[src/design/gcode_line_checksum_framer_defines.svh]
// ----------------------------------------------------------------------------
// assertion macros for the line framer
// ----------------------------------------------------------------------------
`ifndef GCODE_LINE_CHECKSUM_FRAMER_DEFINES_SVH
`define GCODE_LINE_CHECKSUM_FRAMER_DEFINES_SVH

// checked only out of reset
`define GCLF_ASSERT(lbl, prop, msg) \
    lbl: assert property (@(posedge aclk) disable iff (!aresetn) prop) else $error(msg);

// checked on every edge, reset included
`define GCLF_ASSERT_ALWAYS(lbl, prop, msg) \
    lbl: assert property (@(posedge aclk) prop) else $error(msg);

`endif

[src/design/gclf_pkg.sv]
`timescale 1ns / 1ps
`default_nettype none
// ----------------------------------------------------------------------------
// gclf_pkg
// shared constants, types and the crc-16 byte update for the line framer
// ----------------------------------------------------------------------------
package gclf_pkg;

    localparam int LINE_DEPTH = 128;
    localparam int ADDR_W     = $clog2(LINE_DEPTH);
    localparam int FILL_W     = $clog2(LINE_DEPTH + 1);
    localparam int IDX_W      = 7;
    localparam int CHECK_W    = 17;
    localparam int DIGITS_W   = 3;

    localparam logic [1:0] ACT_OFFER   = 2'd0;
    localparam logic [1:0] ACT_READ    = 2'd1;
    localparam logic [1:0] ACT_RELEASE = 2'd2;

    localparam logic [7:0] CH_N     = 8'h4E;
    localparam logic [7:0] CH_STAR  = 8'h2A;
    localparam logic [7:0] CH_QUOTE = 8'h22;
    localparam logic [7:0] CH_LF    = 8'h0A;
    localparam logic [7:0] CH_CR    = 8'h0D;
    localparam logic [7:0] CH_ZERO  = 8'h30;
    localparam logic [7:0] CH_NINE  = 8'h39;

    localparam logic [15:0] CRC_POLY = 16'h1021;
    localparam logic [DIGITS_W-1:0] CRC_DIGITS    = 3'd5;
    localparam logic [DIGITS_W-1:0] XOR_DIGITS_HI = 3'd3;

    typedef struct packed {
        logic [1:0]        action;
        logic [7:0]        char_in;
        logic [IDX_W-1:0]  read_index;
    } in_item_t;

    typedef struct packed {
        logic              accepted;
        logic              command_ready;
        logic [FILL_W-1:0] command_length;
        logic              read_hit;
    } result_meta_t;

    typedef struct packed {
        logic              wr_en;
        logic [ADDR_W-1:0] wr_addr;
        logic [7:0]        wr_data;
        logic              rd_en;
        logic [ADDR_W-1:0] rd_addr;
    } ram_cmd_t;

    // msb-first crc-16 over one byte, eight shift steps
    function automatic logic [15:0] crc_byte(logic [15:0] crc_in, logic [7:0] b);
        logic [15:0] c;
        c = crc_in ^ {b, 8'h00};
        for (int i = 0; i < 8; i++) begin
            if (c[15]) begin
                c = {c[14:0], 1'b0} ^ CRC_POLY;
            end else begin
                c = {c[14:0], 1'b0};
            end
        end
        return c;
    endfunction

endpackage
`default_nettype wire

[src/design/gclf_ram.sv]
`timescale 1ns / 1ps
`default_nettype none
// ----------------------------------------------------------------------------
// gclf_ram
// simple dual-port ram, one write and one registered read port
// ----------------------------------------------------------------------------
module gclf_ram #(
    parameter int WIDTH = 8,
    parameter int DEPTH = 128
) (
    input  wire logic                     aclk,
    input  wire logic                     wr_en,
    input  wire logic [$clog2(DEPTH)-1:0] wr_addr,
    input  wire logic [WIDTH-1:0]         wr_data,
    input  wire logic                     rd_en,
    input  wire logic [$clog2(DEPTH)-1:0] rd_addr,
    output logic      [WIDTH-1:0]         rd_data
);

    logic [WIDTH-1:0] mem_reg [DEPTH];
    logic [WIDTH-1:0] rd_data_reg;

    always_ff @(posedge aclk) begin
        if (wr_en) begin
            mem_reg[wr_addr] <= wr_data;
        end
        if (rd_en) begin
            rd_data_reg <= mem_reg[rd_addr];
        end
    end

    assign rd_data = rd_data_reg;

endmodule
`default_nettype wire

[src/design/gclf_parser.sv]
`timescale 1ns / 1ps
`default_nettype none
`include "gcode_line_checksum_framer_defines.svh"
// ----------------------------------------------------------------------------
// gclf_parser
// line parse state, xor checksum, crc-16 and fill count; drives the line ram
// ----------------------------------------------------------------------------
module gclf_parser (
    input  wire logic                  aclk,
    input  wire logic                  aresetn,
    input  wire logic                  accept,
    input  wire gclf_pkg::in_item_t    item,
    output gclf_pkg::ram_cmd_t         ram_cmd,
    output gclf_pkg::result_meta_t     meta
);

    localparam logic [2:0] ST_WAIT   = 3'd0;
    localparam logic [2:0] ST_LINENO = 3'd1;
    localparam logic [2:0] ST_CMD    = 3'd2;
    localparam logic [2:0] ST_QUOTE  = 3'd3;
    localparam logic [2:0] ST_CHECK  = 3'd4;
    localparam logic [2:0] ST_HELD   = 3'd5;

    localparam logic [gclf_pkg::FILL_W-1:0] DEPTH_F =
        gclf_pkg::FILL_W'(gclf_pkg::LINE_DEPTH);

    logic [2:0]                      state_reg, state_next;
    logic [7:0]                      xor_reg, xor_next;
    logic [15:0]                     crc_reg, crc_next;
    logic [gclf_pkg::FILL_W-1:0]     fill_reg, fill_next;
    logic [gclf_pkg::CHECK_W-1:0]    check_reg, check_next;
    logic [gclf_pkg::DIGITS_W-1:0]   digits_reg, digits_next;

    logic [7:0]                      c;
    logic                            is_digit, is_eol;
    logic                            take, start, put_lf, good;
    logic                            offer_ok;
    logic [7:0]                      xor_base;
    logic [15:0]                     crc_base;
    logic [gclf_pkg::FILL_W-1:0]     fill_base;
    logic [gclf_pkg::CHECK_W-1:0]    digit_val;
    logic                            wr_en;
    logic [gclf_pkg::ADDR_W-1:0]     wr_addr;
    logic [7:0]                      wr_data;

    assign c         = item.char_in;
    assign is_digit  = (c >= gclf_pkg::CH_ZERO) && (c <= gclf_pkg::CH_NINE);
    assign is_eol    = (c == gclf_pkg::CH_LF) || (c == gclf_pkg::CH_CR);
    assign digit_val = gclf_pkg::CHECK_W'(c - gclf_pkg::CH_ZERO);

    always_comb begin
        state_next    = state_reg;
        check_next    = check_reg;
        digits_next   = digits_reg;
        take          = 1'b0;
        start         = 1'b0;
        put_lf        = 1'b0;
        good          = 1'b0;
        offer_ok      = 1'b0;

        if (accept) begin
            unique case (item.action)
                gclf_pkg::ACT_OFFER: begin
                    if (state_reg != ST_HELD) begin
                        offer_ok = 1'b1;
                        unique case (state_reg) inside
                            ST_WAIT: begin
                                if (c == gclf_pkg::CH_N) begin
                                    state_next = ST_LINENO;
                                    start      = 1'b1;
                                    take       = 1'b1;
                                end
                            end
                            ST_LINENO, ST_CMD: begin
                                if (state_reg == ST_LINENO && is_digit) begin
                                    take = 1'b1;
                                end else if (c == gclf_pkg::CH_STAR) begin
                                    state_next  = ST_CHECK;
                                    check_next  = '0;
                                    digits_next = '0;
                                end else if (is_eol) begin
                                    state_next = ST_WAIT;
                                end else begin
                                    state_next = (c == gclf_pkg::CH_QUOTE) ? ST_QUOTE : ST_CMD;
                                    take       = 1'b1;
                                end
                            end
                            ST_QUOTE: begin
                                if (is_eol) begin
                                    state_next = ST_WAIT;
                                end else begin
                                    if (c == gclf_pkg::CH_QUOTE) begin
                                        state_next = ST_CMD;
                                    end
                                    take = 1'b1;
                                end
                            end
                            ST_CHECK: begin
                                if (is_eol) begin
                                    if (fill_reg >= DEPTH_F) begin
                                        state_next = ST_WAIT;
                                    end else begin
                                        put_lf = 1'b1;
                                        good = ((digits_reg >= 3'd1)
                                                && (digits_reg <= gclf_pkg::XOR_DIGITS_HI)
                                                && (check_reg == gclf_pkg::CHECK_W'(xor_reg)))
                                            || ((digits_reg == gclf_pkg::CRC_DIGITS)
                                                && (check_reg == gclf_pkg::CHECK_W'(crc_reg)));
                                        state_next = good ? ST_HELD : ST_WAIT;
                                    end
                                end else if (is_digit && digits_reg < gclf_pkg::CRC_DIGITS) begin
                                    // times ten as the sum of two shifts, plus the digit
                                    check_next  = gclf_pkg::CHECK_W'({check_reg, 3'b000})
                                                + gclf_pkg::CHECK_W'({check_reg, 1'b0})
                                                + digit_val;
                                    digits_next = digits_reg + 3'd1;
                                end else begin
                                    state_next = ST_WAIT;
                                end
                            end
                            default: begin
                            end
                        endcase
                    end
                end
                gclf_pkg::ACT_READ: begin
                end
                gclf_pkg::ACT_RELEASE: begin
                    state_next = ST_WAIT;
                end
                default: begin
                end
            endcase
        end
    end

    // a new line restarts both checks and the fill pointer
    assign xor_base  = start ? 8'h00 : xor_reg;
    assign crc_base  = start ? 16'h0000 : crc_reg;
    assign fill_base = start ? '0 : fill_reg;

    always_comb begin
        xor_next  = xor_reg;
        crc_next  = crc_reg;
        fill_next = fill_reg;
        wr_en     = 1'b0;
        wr_addr   = fill_base[gclf_pkg::ADDR_W-1:0];
        wr_data   = put_lf ? gclf_pkg::CH_LF : c;
        if (take) begin
            xor_next = xor_base ^ c;
            crc_next = gclf_pkg::crc_byte(crc_base, c);
        end
        if ((take || put_lf) && fill_base < DEPTH_F) begin
            wr_en     = 1'b1;
            fill_next = fill_base + 1'b1;
        end
    end

    assign ram_cmd.wr_en   = wr_en;
    assign ram_cmd.wr_addr = wr_addr;
    assign ram_cmd.wr_data = wr_data;
    assign ram_cmd.rd_en   = accept && (item.action == gclf_pkg::ACT_READ);
    assign ram_cmd.rd_addr = item.read_index[gclf_pkg::ADDR_W-1:0];

    assign meta.accepted       = offer_ok;
    assign meta.command_ready  = (state_next == ST_HELD);
    assign meta.command_length = (state_next == ST_HELD) ? fill_next : '0;
    assign meta.read_hit       = ram_cmd.rd_en
        && (gclf_pkg::FILL_W'(item.read_index) < DEPTH_F);

    always_ff @(posedge aclk) begin
        if (!aresetn) begin
            state_reg  <= ST_WAIT;
            xor_reg    <= '0;
            crc_reg    <= '0;
            fill_reg   <= '0;
            check_reg  <= '0;
            digits_reg <= '0;
        end else begin
            state_reg  <= state_next;
            xor_reg    <= xor_next;
            crc_reg    <= crc_next;
            fill_reg   <= fill_next;
            check_reg  <= check_next;
            digits_reg <= digits_next;
        end
    end

    `GCLF_ASSERT(gclf_held_has_line, (state_reg == ST_HELD) |-> (fill_reg != '0), "held line is empty")
    `GCLF_ASSERT(gclf_wr_in_range, wr_en |-> (fill_base < DEPTH_F), "line write past depth")
    `GCLF_ASSERT(gclf_held_frozen, (state_reg == ST_HELD && !(accept && item.action == gclf_pkg::ACT_RELEASE)) |=> ($stable(fill_reg) && $stable(xor_reg) && $stable(crc_reg)), "held line changed")

endmodule
`default_nettype wire

[src/design/gclf_out.sv]
`timescale 1ns / 1ps
`default_nettype none
`include "gcode_line_checksum_framer_defines.svh"
// ----------------------------------------------------------------------------
// gclf_out
// result stage: a ram read stage for the ram read data, then an output register
// ----------------------------------------------------------------------------
module gclf_out (
    input  wire logic                    aclk,
    input  wire logic                    aresetn,
    input  wire logic                    accept,
    input  wire gclf_pkg::result_meta_t  meta,
    input  wire logic [7:0]              rd_data,
    output logic                         s_tready,
    output logic                         m_tvalid,
    input  wire logic                    m_tready,
    output logic [23:0]                  m_tdata
);

    logic                   p1_valid_reg, p1_valid_next;
    gclf_pkg::result_meta_t p1_meta_reg;
    logic                   m_valid_reg, m_valid_next;
    logic [23:0]            m_data_reg;
    logic                   p1_move;
    logic [7:0]             read_byte;

    // ram data stays put while stalled, as no read is issued then
    assign p1_move   = p1_valid_reg && (!m_valid_reg || m_tready);
    assign s_tready  = !p1_valid_reg || p1_move;
    assign read_byte = p1_meta_reg.read_hit ? rd_data : 8'h00;

    always_comb begin
        p1_valid_next = p1_valid_reg;
        m_valid_next  = m_valid_reg;
        if (m_valid_reg && m_tready) begin
            m_valid_next = 1'b0;
        end
        if (p1_move) begin
            m_valid_next  = 1'b1;
            p1_valid_next = 1'b0;
        end
        if (accept) begin
            p1_valid_next = 1'b1;
        end
    end

    always_ff @(posedge aclk) begin
        if (!aresetn) begin
            p1_valid_reg <= 1'b0;
            m_valid_reg  <= 1'b0;
        end else begin
            p1_valid_reg <= p1_valid_next;
            m_valid_reg  <= m_valid_next;
        end
    end

    always_ff @(posedge aclk) begin
        if (accept) begin
            p1_meta_reg <= meta;
        end
        if (p1_move) begin
            m_data_reg <= {6'b0, read_byte, 8'(p1_meta_reg.command_length),
                           p1_meta_reg.command_ready, p1_meta_reg.accepted};
        end
    end

    assign m_tvalid = m_valid_reg;
    assign m_tdata  = m_data_reg;

    `GCLF_ASSERT_ALWAYS(gclf_out_reset, (!aresetn) |=> (!p1_valid_reg && !m_valid_reg), "result stage not cleared by reset")
    `GCLF_ASSERT(gclf_p1_kept, (p1_valid_reg && !p1_move) |=> p1_valid_reg, "pending result lost")
    `GCLF_ASSERT(gclf_m_held, (m_valid_reg && !m_tready) |=> (m_valid_reg && $stable(m_data_reg)), "result beat changed while stalled")

endmodule
`default_nettype wire

[src/design/gcode_line_checksum_framer.sv]
`timescale 1ns / 1ps
`default_nettype none
// ----------------------------------------------------------------------------
// gcode_line_checksum_framer
// frames n-numbered g-code lines with xor or crc-16 check into a line ram
// ----------------------------------------------------------------------------
//  channel  dir  tdata (lsb first)                                 tuser
//  s_       in   char_in[7:0] read_index[14:8], zero to 16 bits    action[1:0]
//  m_       out  accepted[0] command_ready[1] command_length[9:2]  -
//                read_data[17:10], zero to 24 bits
//
//  one beat per cycle in while s_tready is high; each beat gives one result beat
//  parse state, checks and line ram write are settled in the accepting cycle
//  read data is registered by the line ram, then by the output register
//  s_tready drops only when both the ram read stage and the output are full
//  reset clears parse and handshake state; the line ram is not cleared
// ----------------------------------------------------------------------------
module gcode_line_checksum_framer (
    input  wire logic        aclk,
    input  wire logic        aresetn,
    input  wire logic        s_tvalid,
    output logic             s_tready,
    input  wire logic [15:0] s_tdata,  // char_in[7:0], read_index[14:8]
    input  wire logic [1:0]  s_tuser,  // action[1:0]
    output logic             m_tvalid,
    input  wire logic        m_tready,
    output logic [23:0]      m_tdata   // accepted, command_ready, command_length, read_data
);

    gclf_pkg::in_item_t     item;
    gclf_pkg::ram_cmd_t     ram_cmd;
    gclf_pkg::result_meta_t meta;
    logic                   accept;
    logic [7:0]             rd_data;

    assign accept          = s_tvalid && s_tready;
    assign item.action     = s_tuser;
    assign item.char_in    = s_tdata[7:0];
    assign item.read_index = s_tdata[14:8];

    gclf_parser u_parser (
        .aclk    (aclk),
        .aresetn (aresetn),
        .accept  (accept),
        .item    (item),
        .ram_cmd (ram_cmd),
        .meta    (meta)
    );

    gclf_ram #(
        .WIDTH (8),
        .DEPTH (gclf_pkg::LINE_DEPTH)
    ) u_line_ram (
        .aclk    (aclk),
        .wr_en   (ram_cmd.wr_en),
        .wr_addr (ram_cmd.wr_addr),
        .wr_data (ram_cmd.wr_data),
        .rd_en   (ram_cmd.rd_en),
        .rd_addr (ram_cmd.rd_addr),
        .rd_data (rd_data)
    );

    gclf_out u_out (
        .aclk     (aclk),
        .aresetn  (aresetn),
        .accept   (accept),
        .meta     (meta),
        .rd_data  (rd_data),
        .s_tready (s_tready),
        .m_tvalid (m_tvalid),
        .m_tready (m_tready),
        .m_tdata  (m_tdata)
    );

endmodule
`default_nettype wire

[config.mk]
export PLATFORM = sky130hd
export DESIGN_NAME = gcode_line_checksum_framer
export DESIGN_NICKNAME = d
export VERILOG_FILES = /design/src/design/gclf_pkg.sv /design/src/design/gclf_ram.sv /design/src/design/gclf_parser.sv /design/src/design/gclf_out.sv /design/src/design/gcode_line_checksum_framer.sv
export VERILOG_INCLUDE_DIRS = /design/src /design/src/design
export SDC_FILE = /design/constraint.sdc
export NUM_CORES = 1
export LEC_CHECK = 0
export BUFFER_PORTS_ARGS = -buffer_cell sky130_fd_sc_hd__buf_2
export CAP_MARGIN = 10
export CORE_UTILIZATION = 57
export CTS_CLUSTER_SIZE = 24
export DETAILED_ROUTE_END_ITERATION = 7
export PLACE_DENSITY = 0.83
export SLEW_MARGIN = 0
export SYNTH_ARGS = -nofsm -noshare
export SYNTH_HDL_FRONTEND = slang
export SYNTH_SLANG_ARGS = --single-unit
[constraint.sdc]
create_clock -name aclk -period 5.3 [get_ports aclk]
set_input_delay 1.06 -clock aclk [delete_from_list [all_inputs] [get_ports aclk]]
set_output_delay 1.06 -clock aclk [all_outputs]
set_load 0.02 [all_outputs]
# ---- Yosys cells after proc, flatten, opt, wreduce, memory -nomap -nowiden
# Memories as Yosys holds them, arrays and structs flattened. A register that Yosys moved wholly into a read port is not among the register bits.
# Cells that the tools add are included.
# W data, S select, Z words.
dict set report totals {
  word_cells 153
  n_memories 1
  ff_bits 86
  ramBits 1024
}
dict set report classes {
  add_sub_neg 5
  eq_ne 20
  bitwise 10
  muxes 71
  n_reduce_logical 25
  magnitude_cmp 7
}
# memory depth width rd rd_ports_with_merged_regs write_ports line
set mem_list {}
lappend mem_list {u_line_ram.mem_reg 128 8 1 1 1 gclf_ram.sv:20} ;# logic [WIDTH-1:0] mem_reg [DEPTH];
# operator count
set op_table {}
lappend op_table {{$mux W16} 8}
lappend op_table {{$mux W13} 8}
lappend op_table {{$mux W17} 4}
lappend op_table {{$mux W3} 16}
lappend op_table {{$add A17 B17 Y17} 2}
lappend op_table {{$pmux W17 S2} 1}
lappend op_table {{$mux W8} 4}
lappend op_table {{$mux W1} 26}
lappend op_table {{$not A3 Y3} 8}
lappend op_table {{$eq A17 B16 Y1} 1}
lappend op_table {{$eq A17 B8 Y1} 1}
lappend op_table {{$eq A8 B4 Y1 const B} 2}
lappend op_table {{$eq A8 B6 Y1 const B} 2}
lappend op_table {{$xor A16 B16 Y16} 1}
lappend op_table {{$pmux W3 S2} 2}
lappend op_table {{$pmux W3 S4} 1}
lappend op_table {{$logic_and A1 B1 Y1} 11}
lappend op_table {{$eq A3 B3 Y1 const B} 3}
lappend op_table {{$sub A8 B6 Y9 const B} 1}
lappend op_table {{$add A8 B1 Y8 const B} 1}
lappend op_table {{$eq A8 B7 Y1 const B} 1}
lappend op_table {{$ge A8 B6 Y1 const B} 1}
lappend op_table {{$ge A8 B8 Y1 const B} 1}
lappend op_table {{$le A8 B6 Y1 const B} 1}
lappend op_table {{other kinds (21)} 31}

# ---- Logic depth before layout (Yosys ltp)
# Gate-level depths: netlist (run 1).
dict set report logic_depth {
  depth_word 31
  ltp_mapped 15
  mapped_depth_nobuf 14
}

# ---- Modules after synthesis
# A second synthesis (run 1) with hierarchy kept.
dict set report unflattened {
  cells_unflattened 2253
  hier_area_um2 45446.1
}
# module cells_per_inst area_each_um2 n_inst
set modules_own_cells {}
lappend modules_own_cells {gclf_ram 1635 39745.6 1}
lappend modules_own_cells {gclf_parser 565 4643.2 1}
lappend modules_own_cells {gclf_out 52 1051.0 1}
lappend modules_own_cells {gcode_line_checksum_framer 1 6.3 1}

# ---- Least setup slack after synthesis (run 1)
# Ideal clock, no wire load.
dict set report synth_timing {
  path_kind {input to register}
  from {input port s_tdata[4]}
  to {memory u_line_ram.mem_reg[0][4] (data pin)}
  arrival_time_ns 4.902
  n_path_buf 1
  setup_slack_ns -0.399
  stages 6
  setup_ns 0.797
  path_cell_list {clkbuf_1 -> inv_1 -> ha_1 -> o211ai_2 -> nor4_2 -> nor2_1}
}
# item line
set synth_rtl {}
lappend synth_rtl {{start: declaration} gcode_line_checksum_framer.sv:23} ;# input wire logic [15:0] s_tdata,
lappend synth_rtl {{end: declaration} gclf_ram.sv:20}

# ---- Final worst setup path (run 1)
dict set report layout_timing {
  from {input port s_tdata[4]}
  to {memory u_line_ram.mem_reg[45][0] (enable)}
}
dict set report layout_via {
  elab_chain_len 14
  elab_cells_between_ends 33
  classes_between {order compare (3); eq/ne (4); mux (21); reduce/logical (5)}
}
# item
set layout_lines {}
lappend layout_lines {{branches (longest 14 deep; another with $lt A8 B8 Y1)}}
# Parallel ways; which one is timed is not known.

==> results of run 1 <==
[per-stage QoR]
step / area, um2 / utilization / std cells
global placement: 47000 / 0.595 / 3360
global route: 50400 / 0.638 / 3559
detailed placement: 47000 / 0.595 / 3360
floorplan: 45500 / - / 2354
CTS: 50400 / 0.638 / 3558
finish: 50400 / 0.638 / 3559
[cells in the final DEF, fill, tap and decap left out, drive strengths merged, types with 43 or more instances in the layout]
| cell | count |
|---|---|
| nor2 | 177 |
| nand2 | 77 |
| a21oi | 49 |
| clkbuf | 146 |
| clkinv | 43 |
| mux4 | 304 |
| dfxtp | 57 |
| nand3 | 44 |
| xnor2 | 47 |
| buf | 94 |
| edfxtp | 1061 |
[metal layers]
layer / global-route usage / vias to the layer above / wire length [um]
li1: - / 9692 / -
met4: 0.124 / 0 / 5450
met5: 0 / - / 0
met3: 0.0483 / 342 / 11000
met2: 0.462 / 1753 / 55900
met1: 0.366 / 12400 / 39700
[worst min path at each step]
stage	startpoint	endpoint	slack [ns]	cells past startpoint
global route	u_out.p1_meta_reg[5]	u_out.m_tdata[6]	0.43	0
detailed placement	u_out.p1_meta_reg[4]	u_out.m_tdata[5]	0.40	0
global placement	u_out.p1_meta_reg[4]	u_out.m_tdata[5]	0.41	0
finish	u_out.p1_meta_reg[5]	u_out.m_tdata[6]	0.43	0
CTS	u_out.p1_meta_reg[5]	u_out.m_tdata[6]	0.43	0
floorplan	u_out.p1_meta_reg[10]	u_out.m_tdata[0]	0.40	0
[area by class of cell]
cell class                 count  area (um2)
sequential                  1118       33000
fill                        4863       28600
multi-input combinational   1066       11800
clock buffer                 146        2950
tap                         1050        1310
timing repair buffer          94         751
clock inverter                52         495
inverter                      33         124
[power by group]
part | switching (mW) | total (mW) | internal [mW]
clock network | 3.34 | 7.55 | 4.21
registers | 0.00687 | 9.68 | 9.67
logic | 0.528 | 0.850 | 0.322
[critical path, stage by stage]
cell	delay, ns
buf_2	0.24
ha_1	0.28
nor4b_2	0.22
a22oi_1	0.16
or3_4	0.44
a31o_4	0.34
a221oi_4	0.44
nand3_2	0.37
buf_4	0.38
nor2_1	0.71
[logic make-up after synthesis]
group           Yosys count  synth area share
flops                  1118             0.726
buf+inv                 170            0.0159
compound gates          176            0.0266
xor+xnor                 60            0.0117
mux                     338             0.158
fa+ha+maj                37            0.0125
simple gates            449            0.0493
other cells               1         0.0000825
==> impl_metrics.py, run 1 <==
metrics = {
    "setup_path": {
        "worstPathMaxFanout": 14,
        "worst-r2r-setup-slack_ns": 1.29,
        "path_class": "in2reg",
        "startpoint": "s_tdata[4]",
        "crit_end": "u_line_ram.mem_reg[45][0]",
        "critPathRequiredTime_ns": 5.62,
        "r2r.worst_path.cells": 8,
        "crit_arrival_ns": 4.65,
        "reg2reg_to": "u_line_ram.mem_reg[45][0]",
        "cp-start-kind": "input pin",
        "r2r-start": "u_parser.state_reg[0]",
        "worstSetupEndpointType": "flip-flop",
    },
    "clocking": {
        "clk_path_buf_depth": 3,
        "cts_hold_buf": 0,
        "cts_num_sinks": 1118,
        "post_cts_buffers": 0,
        "cts_made_buffers": 107,
        "path_clk_slew_ns": 0.06,
        "cts.repair.resized": 0,
        "clkLatencyLatePin_ns": 0.69,
        "htreeDepth": 3,
        "cts_tree": "built",
        "root_buffer": "clkbuf_16",
    },
    "sta": {
        "fin_crit_sh": 0.816,
        "fmaxAchievable_mhz": 231,
        "setup_tns_ns": 0,
        "hold_viol": 0,
        "rsz0062_at_grt": "no",
        "setup_violations": 0,
        "tightest_slew_ns": 1.25,
        "timing.final.max_slew_violations": 0,
        "fin_skew_ns": 0.0339,
        "whs_ns": 0.427,
        "setup_ws_ns": 0.975,
        "fin_crit_ns": 4.33,
        "relSlewSlack": 0.169,
    },
    "floorplan": {
        "design.core.area_um2": 79000,
        "start_util": 0.575,
        "placementRows": 103,
        "io_pins": 48,
        "dieArea_um2": 80900,
        "die_w_um": 284,
        "chipHeight_um": 284,
    },
    "synth": {
        "seq_area_frac_synth": 0.726,
        "syn_area_um2": 45500,
        "synth-edff-count": 1061,
        "syn_inst": 2349,
        "synth.area.top_cells": "edfxtp_1 70%, mux4_2 15%, dfxtp_1 2.5%",
        "ys_types": 79,
        "ys_ff_latch": 1118,
        "synth-async-reset-ratio": 0,
        "avgSynthCellArea_um2": 19.4,
        "synth.top_cell.area_share": 0.701,
        "yosysWarnings": 0,
        "ys_top_cells_by_count": "1061 x edfxtp_1, 304 x mux4_2, 177 x nor2_1",
        "synthFlopType": "edfxtp_1",
        "synth_area_leader_cell": "edfxtp_1",
        "synth_most_common_cell": "edfxtp_1",
    },
    "placement": {
        "routabilityCongestion": 0.915,
        "hpwl_mm": 62.1,
        "port-buffer-count": 40,
        "dp_slack_ns": 0.411,
    },
    "detailed_routing": {
        "drtIter0Drc": 3364,
        "wl_mm": 112,
        "antenna_left": 0,
        "route.detailed.drc": 0,
        "routedWlPerCell_um": 31.5,
        "drt-vias-per-instance": 6.81,
        "vias": 24200,
        "first_pass_iters": 6,
    },
    "power": {
        "ir_drop_uv": 279,
        "power_density_nw_per_um2": 358,
        "p_leak_nw": 15.8,
        "total_power_mw": 18.1,
    },
    "grt": {
        "grt_first_pass_wirelength_mm": 164,
        "grt_antenna_before_repair": 0,
        "grt_start_max_net_pins": 105,
        "overflow": 0,
        "grt_use_total": 0.279,
        "grt_pass1_vias": 24400,
    },
    "job": {
        "cap_violations": 0,
    },
    "outcome": {
        "status": "complete, no violations",
    },
    "finish": {
        "drive_gt1_frac": 0.232,
        "num-nets-final": 2479,
        "largest_reg_flops": 1024,
        "synthToLayoutAreaGrowth_pct": 10.9,
        "num_antenna_cells": 0,
    },
    "worst_hold_path": {
        "hp-class": "reg2reg",
    },
}
(Power assumes the default switching activity.)
==> run 2, diff against run 1 <==
--- a/config.mk
+++ b/config.mk
@@ -8,10 +8,10 @@
 export LEC_CHECK = 0
 export BUFFER_PORTS_ARGS = -buffer_cell sky130_fd_sc_hd__buf_2
 export CAP_MARGIN = 10
-export CORE_UTILIZATION = 57
+export CORE_UTILIZATION = 63
 export CTS_CLUSTER_SIZE = 24
 export DETAILED_ROUTE_END_ITERATION = 7
-export PLACE_DENSITY = 0.83
+export PLACE_DENSITY = 0.86
 export SLEW_MARGIN = 0
 export SYNTH_ARGS = -nofsm -noshare
 export SYNTH_HDL_FRONTEND = slang
==> constraint.sdc (replaced) <==
create_clock -name aclk -period 4.4 [get_ports aclk]
set_input_delay 0.88 -clock aclk [delete_from_list [all_inputs] [get_ports aclk]]
set_output_delay 0.88 -clock aclk [all_outputs]
set_load 0.02 [all_outputs]
==> run 2 against run 1 <==
Net effect:
- clock skew is 0.00061 ns higher
- count of clock-buffer cells in the layout is 18 lower
- first-iteration DRC count is 10% higher
- global-route usage is 5.0 points higher
- clock power is 23% higher
- non-clock buffer count is 147 higher
- critical endpoint is now u_line_ram.mem_reg[32][1]
==> impl_metrics.py, run 2 (synthesis results as in run 1) <==
metrics = {
    "outcome": {
        "status": "complete, no violations",
    },
    "sta": {
        "relSlewSlack": 0.184,
        "fin_crit_sh": 0.793,
        "rsz0062_at_grt": "no",
        "fin_skew_ns": 0.0345,
        "fmaxAchievable_mhz": 287,
        "timing.final.max_slew_violations": 0,
        "setup_tns_ns": 0,
        "setup_violations": 0,
        "tightest_slew_ns": 1.22,
        "hold_viol": 0,
        "fin_crit_ns": 3.49,
    },
    "power": {
        "power_density_nw_per_um2": 427,
        "p_leak_nw": 16.6,
        "ir_drop_uv": 381,
    },
    "finish": {
        "final_cell_mix": "1061 x edfxtp_1, 304 x mux4_2, 195 x buf_4, 175 x nor2_1, 107 x clkbuf_16",
        "stdcell_area_um2": 51500,
        "instances_no_fill": 3601,
        "final_common_cell": "edfxtp_1",
        "fill_cells": 3745,
        "num_antenna_cells": 0,
        "largest_reg_flops": 1024,
        "drive_gt1_frac": 0.275,
        "num-nets-final": 2624,
        "synthToLayoutAreaGrowth_pct": 13.2,
    },
    "floorplan": {
        "chipHeight_um": 271,
        "design.core.area_um2": 71500,
        "io_pins": 48,
        "dieArea_um2": 73200,
        "placementRows": 98,
        "die_w_um": 271,
        "start_util": 0.636,
    },
    "detailed_routing": {
        "vias": 25400,
        "drtIter0Drc": 3701,
        "route.detailed.drc": 0,
        "drt-vias-per-instance": 7.05,
        "antenna_left": 0,
        "wl_mm": 119,
        "routedWlPerCell_um": 32.9,
        "first_pass_iters": 6,
    },
    "grt": {
        "grt_use_total": 0.329,
        "grt_antenna_before_repair": 3,
        "grt_pass1_vias": 25600,
        "overflow": 0,
        "grt_first_pass_wirelength_mm": 173,
        "grt_start_max_net_pins": 129,
    },
    "worst_hold_path": {
        "hold_depth": 0,
        "hp-class": "reg2reg",
    },
    "setup_path": {
        "worstSetupEndpointType": "flip-flop",
        "crit_arrival_ns": 3.86,
        "critPathRequiredTime_ns": 4.78,
        "r2r.worst_path.cells": 8,
        "cp-start-kind": "flip-flop",
        "worstPathMaxFanout": 14,
        "path_class": "reg2reg",
    },
    "placement": {
        "port-buffer-count": 40,
        "hpwl_mm": 65.5,
        "routabilityCongestion": 0.908,
        "postPlaceCellArea_um2": 48000,
        "post-place-cells": 3408,
    },
    "clocking": {
        "clk_path_buf_depth": 3,
        "path_clk_slew_ns": 0.06,
        "clkLatencyLatePin_ns": 0.69,
        "root_buffer": "clkbuf_16",
        "cts.repair.resized": 0,
        "post_cts_buffers": 0,
        "cts_made_buffers": 105,
        "cts_tree": "built",
        "htreeDepth": 3,
        "cts_num_sinks": 1118,
        "cts_hold_buf": 0,
    },
    "job": {
        "cap_violations": 0,
    },
}
[run 2: cell types whose count changed in the layout (fill, tap and decap cells not counted), sizes merged]
| cell | previous run | this run |
|---|---|---|
| buf | 94 | 241 |
| clkbuf | 146 | 128 |
| bufinv | 6 | 13 |
| clkinvlp | 2 | 7 |
| inv | 34 | 35 |
[run 2: worst max-delay path, cell delays in order, from the launching register on]
cell	delay, ns
dfxtp_1	0.34
nand3b_1	0.20
and3_1	0.54
nand2_1	0.42
nand2_1	0.26
a21boi_2	0.32
o21ai_2	0.37
nor2_1	0.48
buf_4	0.24
[run 2: layout make-up]
| type | count | area (um2) | share of cell area |
|---|---|---|---|
| sequential | 1118 | 33000 | 0.641 |
| multi-input combinational | 1066 | 11800 | 0.229 |
| clock buffer | 128 | 2770 | 0.0538 |
| timing repair buffer | 241 | 1880 | 0.0365 |
| tap | 950 | 1190 | 0.0231 |
| clock inverter | 65 | 701 | 0.0136 |
| inverter | 33 | 124 | 0.00241 |
[run 2: routing by layer]
layer	part of all wire	GRT usage
met5	0.00035	0
met4	0.054	0.162
met3	0.10	0.0640
met2	0.50	0.548
met1	0.34	0.419
[run 2: path summary, 6_finish.rpt]
kind	start	endpoint	slack, ns
setup / recovery	u_out.m_tvalid	u_line_ram.mem_reg[32][1]	0.91
hold / removal	u_out.p1_meta_reg[9]	u_out.m_tdata[1]	0.42
setup reg to reg	u_out.m_tvalid	u_line_ram.mem_reg[32][1]	0.91
hold reg to reg	u_out.p1_meta_reg[9]	u_out.m_tdata[1]	0.42
[run 2: power by group]
part / internal, mW / leakage [nW] / switching (mW)
Combinational: 0.397 / 4.92 / 0.647
Clock: 5.25 / 1.68 / 4.03
Sequential: 11.7 / 10.0 / 0.0115
Total: 17.3 / 16.6 / 4.69
[run 2: per-stage QoR]
| stage | power (mW) | worst slack (ns) | util | hold WS, ns |
|---|---|---|---|---|
| global route | 22.4 | 0.750 | 0.720 | 0.423 |
| floorplan | 12.6 | -1.12 | - | 0.400 |
| global placement | 12.8 | 0.320 | 0.671 | 0.405 |
| detailed placement | 12.9 | 0.324 | 0.671 | 0.405 |
| CTS | 22.0 | 0.968 | 0.720 | 0.419 |
| finish | 22.0 | 0.912 | 0.720 | 0.419 |
==> run 3, diff against run 2 <==
==> constraint.sdc (replaced) <==
create_clock -name aclk -period 3.4 [get_ports aclk]
set_input_delay 0.68 -clock aclk [delete_from_list [all_inputs] [get_ports aclk]]
set_output_delay 0.68 -clock aclk [all_outputs]
set_load 0.02 [all_outputs]
==> run 3 against run 2 <==
Net effect:
- power increased by 29%
- critical path type unchanged
- core utilization increased by 1.0 points
- critical path depth increased by 1
- maximum frequency increased by 9.0%
- sequential power increased by 29%
- count of clock-buffer cells in the layout decreased by 2
- sequential share of layout area decreased by 0.91 points
- hold slack got worse by 0.11 ns
==> impl_metrics.py, run 3 (synthesis results as in run 1) <==
metrics = {
    "outcome": {
        "status": "complete, no violations",
    },
    "detailed_routing": {
        "met2_length_mm": 59.2,
        "met3WireLength_mm": 13.1,
        "routedWlPerCell_um": 32.6,
        "drtIter0Drc": 3964,
        "highest_layer": "met4",
        "wl_met1_mm": 40.1,
        "route.detailed.drc": 0,
        "drt-vias-per-instance": 7.04,
        "antenna_left": 0,
        "first_pass_iters": 6,
        "vias": 25800,
        "wl_mm": 119,
    },
    "finish": {
        "instances_no_fill": 3664,
        "drive_gt1_frac": 0.294,
        "final_common_cell": "edfxtp_1",
        "largest_reg_flops": 1024,
        "num-nets-final": 2691,
        "synthToLayoutAreaGrowth_pct": 14.8,
        "stdcell_area_um2": 52200,
        "final_cell_mix": "1061 x edfxtp_1, 304 x mux4_2, 240 x buf_4, 174 x nor2_1, 104 x clkbuf_16",
    },
    "clocking": {
        "root_buffer": "clkbuf_16",
        "post_cts_buffers": 0,
        "cts_tree": "built",
        "cts_num_sinks": 1118,
        "clk_path_buf_depth": 3,
        "htreeDepth": 3,
        "cts_made_buffers": 103,
        "path_clk_slew_ns": 0.06,
        "cts.repair.resized": 0,
        "clkLatencyLatePin_ns": 0.69,
        "cts_hold_buf": 0,
    },
    "floorplan": {
        "design.core.area_um2": 71500,
        "dieArea_um2": 73200,
        "io_pins": 48,
        "start_util": 0.636,
        "chipHeight_um": 271,
        "die_w_um": 271,
        "placementRows": 98,
    },
    "placement": {
        "postPlaceCellArea_um2": 48800,
        "port-buffer-count": 40,
        "routabilityCongestion": 0.924,
        "hpwl_mm": 68.2,
        "post-place-cells": 3477,
    },
    "job": {
        "cap_violations": 0,
    },
    "setup_path": {
        "worstSetupEndpointType": "flip-flop",
        "path_class": "reg2reg",
        "critPathRequiredTime_ns": 3.78,
        "slowest_delay_ns": 0.53,
        "worstPathMaxFanout": 11,
        "cp.buffers_inverters": 2,
        "critPathSlowestCell": "dfxtp_1",
        "cp-start-kind": "flip-flop",
        "crit_family": "simple AND/OR/NAND/NOR gates",
        "crit_arrival_ns": 3.59,
        "path_cells": "nor2b_1, nand2b_1, or3_4, a31o_4, a221oi_4, nand3b_2, buf_12, nor2_1, buf_4",
    },
    "power": {
        "p_leak_nw": 17.0,
        "total_power_mw": 28.3,
        "ir_drop_uv": 478,
        "power_density_nw_per_um2": 542,
    },
    "sta": {
        "hold_viol": 0,
        "rsz0062_at_grt": "no",
        "whs_ns": 0.306,
        "fmaxAchievable_mhz": 312,
        "fin_crit_sh": 0.941,
        "timing.final.max_slew_violations": 0,
        "setup_violations": 0,
        "tightest_slew_ns": 1.08,
        "fin_crit_ns": 3.20,
        "fin_skew_ns": 0.0333,
        "relSlewSlack": 0.278,
    },
    "grt": {
        "grt_antenna_before_repair": 1,
        "grt_first_pass_wirelength_mm": 174,
        "grt_use_total": 0.331,
        "overflow": 0,
        "grt_pass1_vias": 26200,
        "grt_start_max_net_pins": 129,
    },
    "worst_hold_path": {
        "hp-class": "in2reg",
    },
}
-- run 3: cell types whose count changed in the layout (fill, tap and decap cells not counted), sizes merged --
cell	delta
clkinv	-7
clkinvlp	-4
clkbuf	-2
inv	+5
buf	+69
diode	+2
-- run 3: routing by layer --
layer	track usage	vias to the layer above
li1	-	10100
met3	0.0591	438
met1	0.427	13000
met5	0	-
met2	0.549	2230
met4	0.167	0
-- run 3: worst register-to-register path, stage by stage, from the launching register on --
cell and delay (ns):
dfxtp_1 0.53, nor2b_1 0.30, nand2b_1 0.13, or3_4 0.42, a31o_4 0.29, a221oi_4 0.39, nand3b_2 0.24, buf_12 0.23
nor2_1 0.16, buf_4 0.24
-- run 3: stage by stage --
step | utilization | setup WS, ns | TNS (ns)
2_1_floorplan | - | -0.0304 | -2.57
3_3_place_gp | 0.683 | -0.240 | -47.61
3_5_place_dp | 0.683 | -0.322 | -101.18
4_1_cts | 0.730 | 0.229 | 0
5_1_grt | 0.730 | 0.0533 | 0
6_report | 0.730 | 0.199 | 0
-- run 3: area by class of cell --
class | count | area [um2]
fillers | 3694 | 19300
clock buffers | 126 | 2700
inverters | 33 | 124
well taps | 950 | 1190
repair buffers | 310 | 2700
multi-input cells | 1066 | 11800
diodes | 2 | 5.00
clock inverters | 59 | 673
flip-flops and latches | 1118 | 33000
-- run 3: path summary, 6_finish.rpt --
path / startpoint / to / slack [ns] / cells past startpoint
max: u_parser.state_reg[0] / u_line_ram.mem_reg[65][3] / 0.20 / 9
min: s_tvalid / u_out.p1_valid_reg / 0.31 / 3
max reg2reg: u_parser.state_reg[0] / u_line_ram.mem_reg[65][3] / 0.20 / 9
min reg2reg: u_out.p1_meta_reg[6] / u_out.m_tdata[7] / 0.42 / 0
-- run 3: power by group --
part	internal [mW]	switching, mW	total [mW]
Sequential	15.1	0.0130	15.1
Combinational	0.575	0.856	1.43
Clock	6.64	5.12	11.8
Total	22.3	5.99	28.3
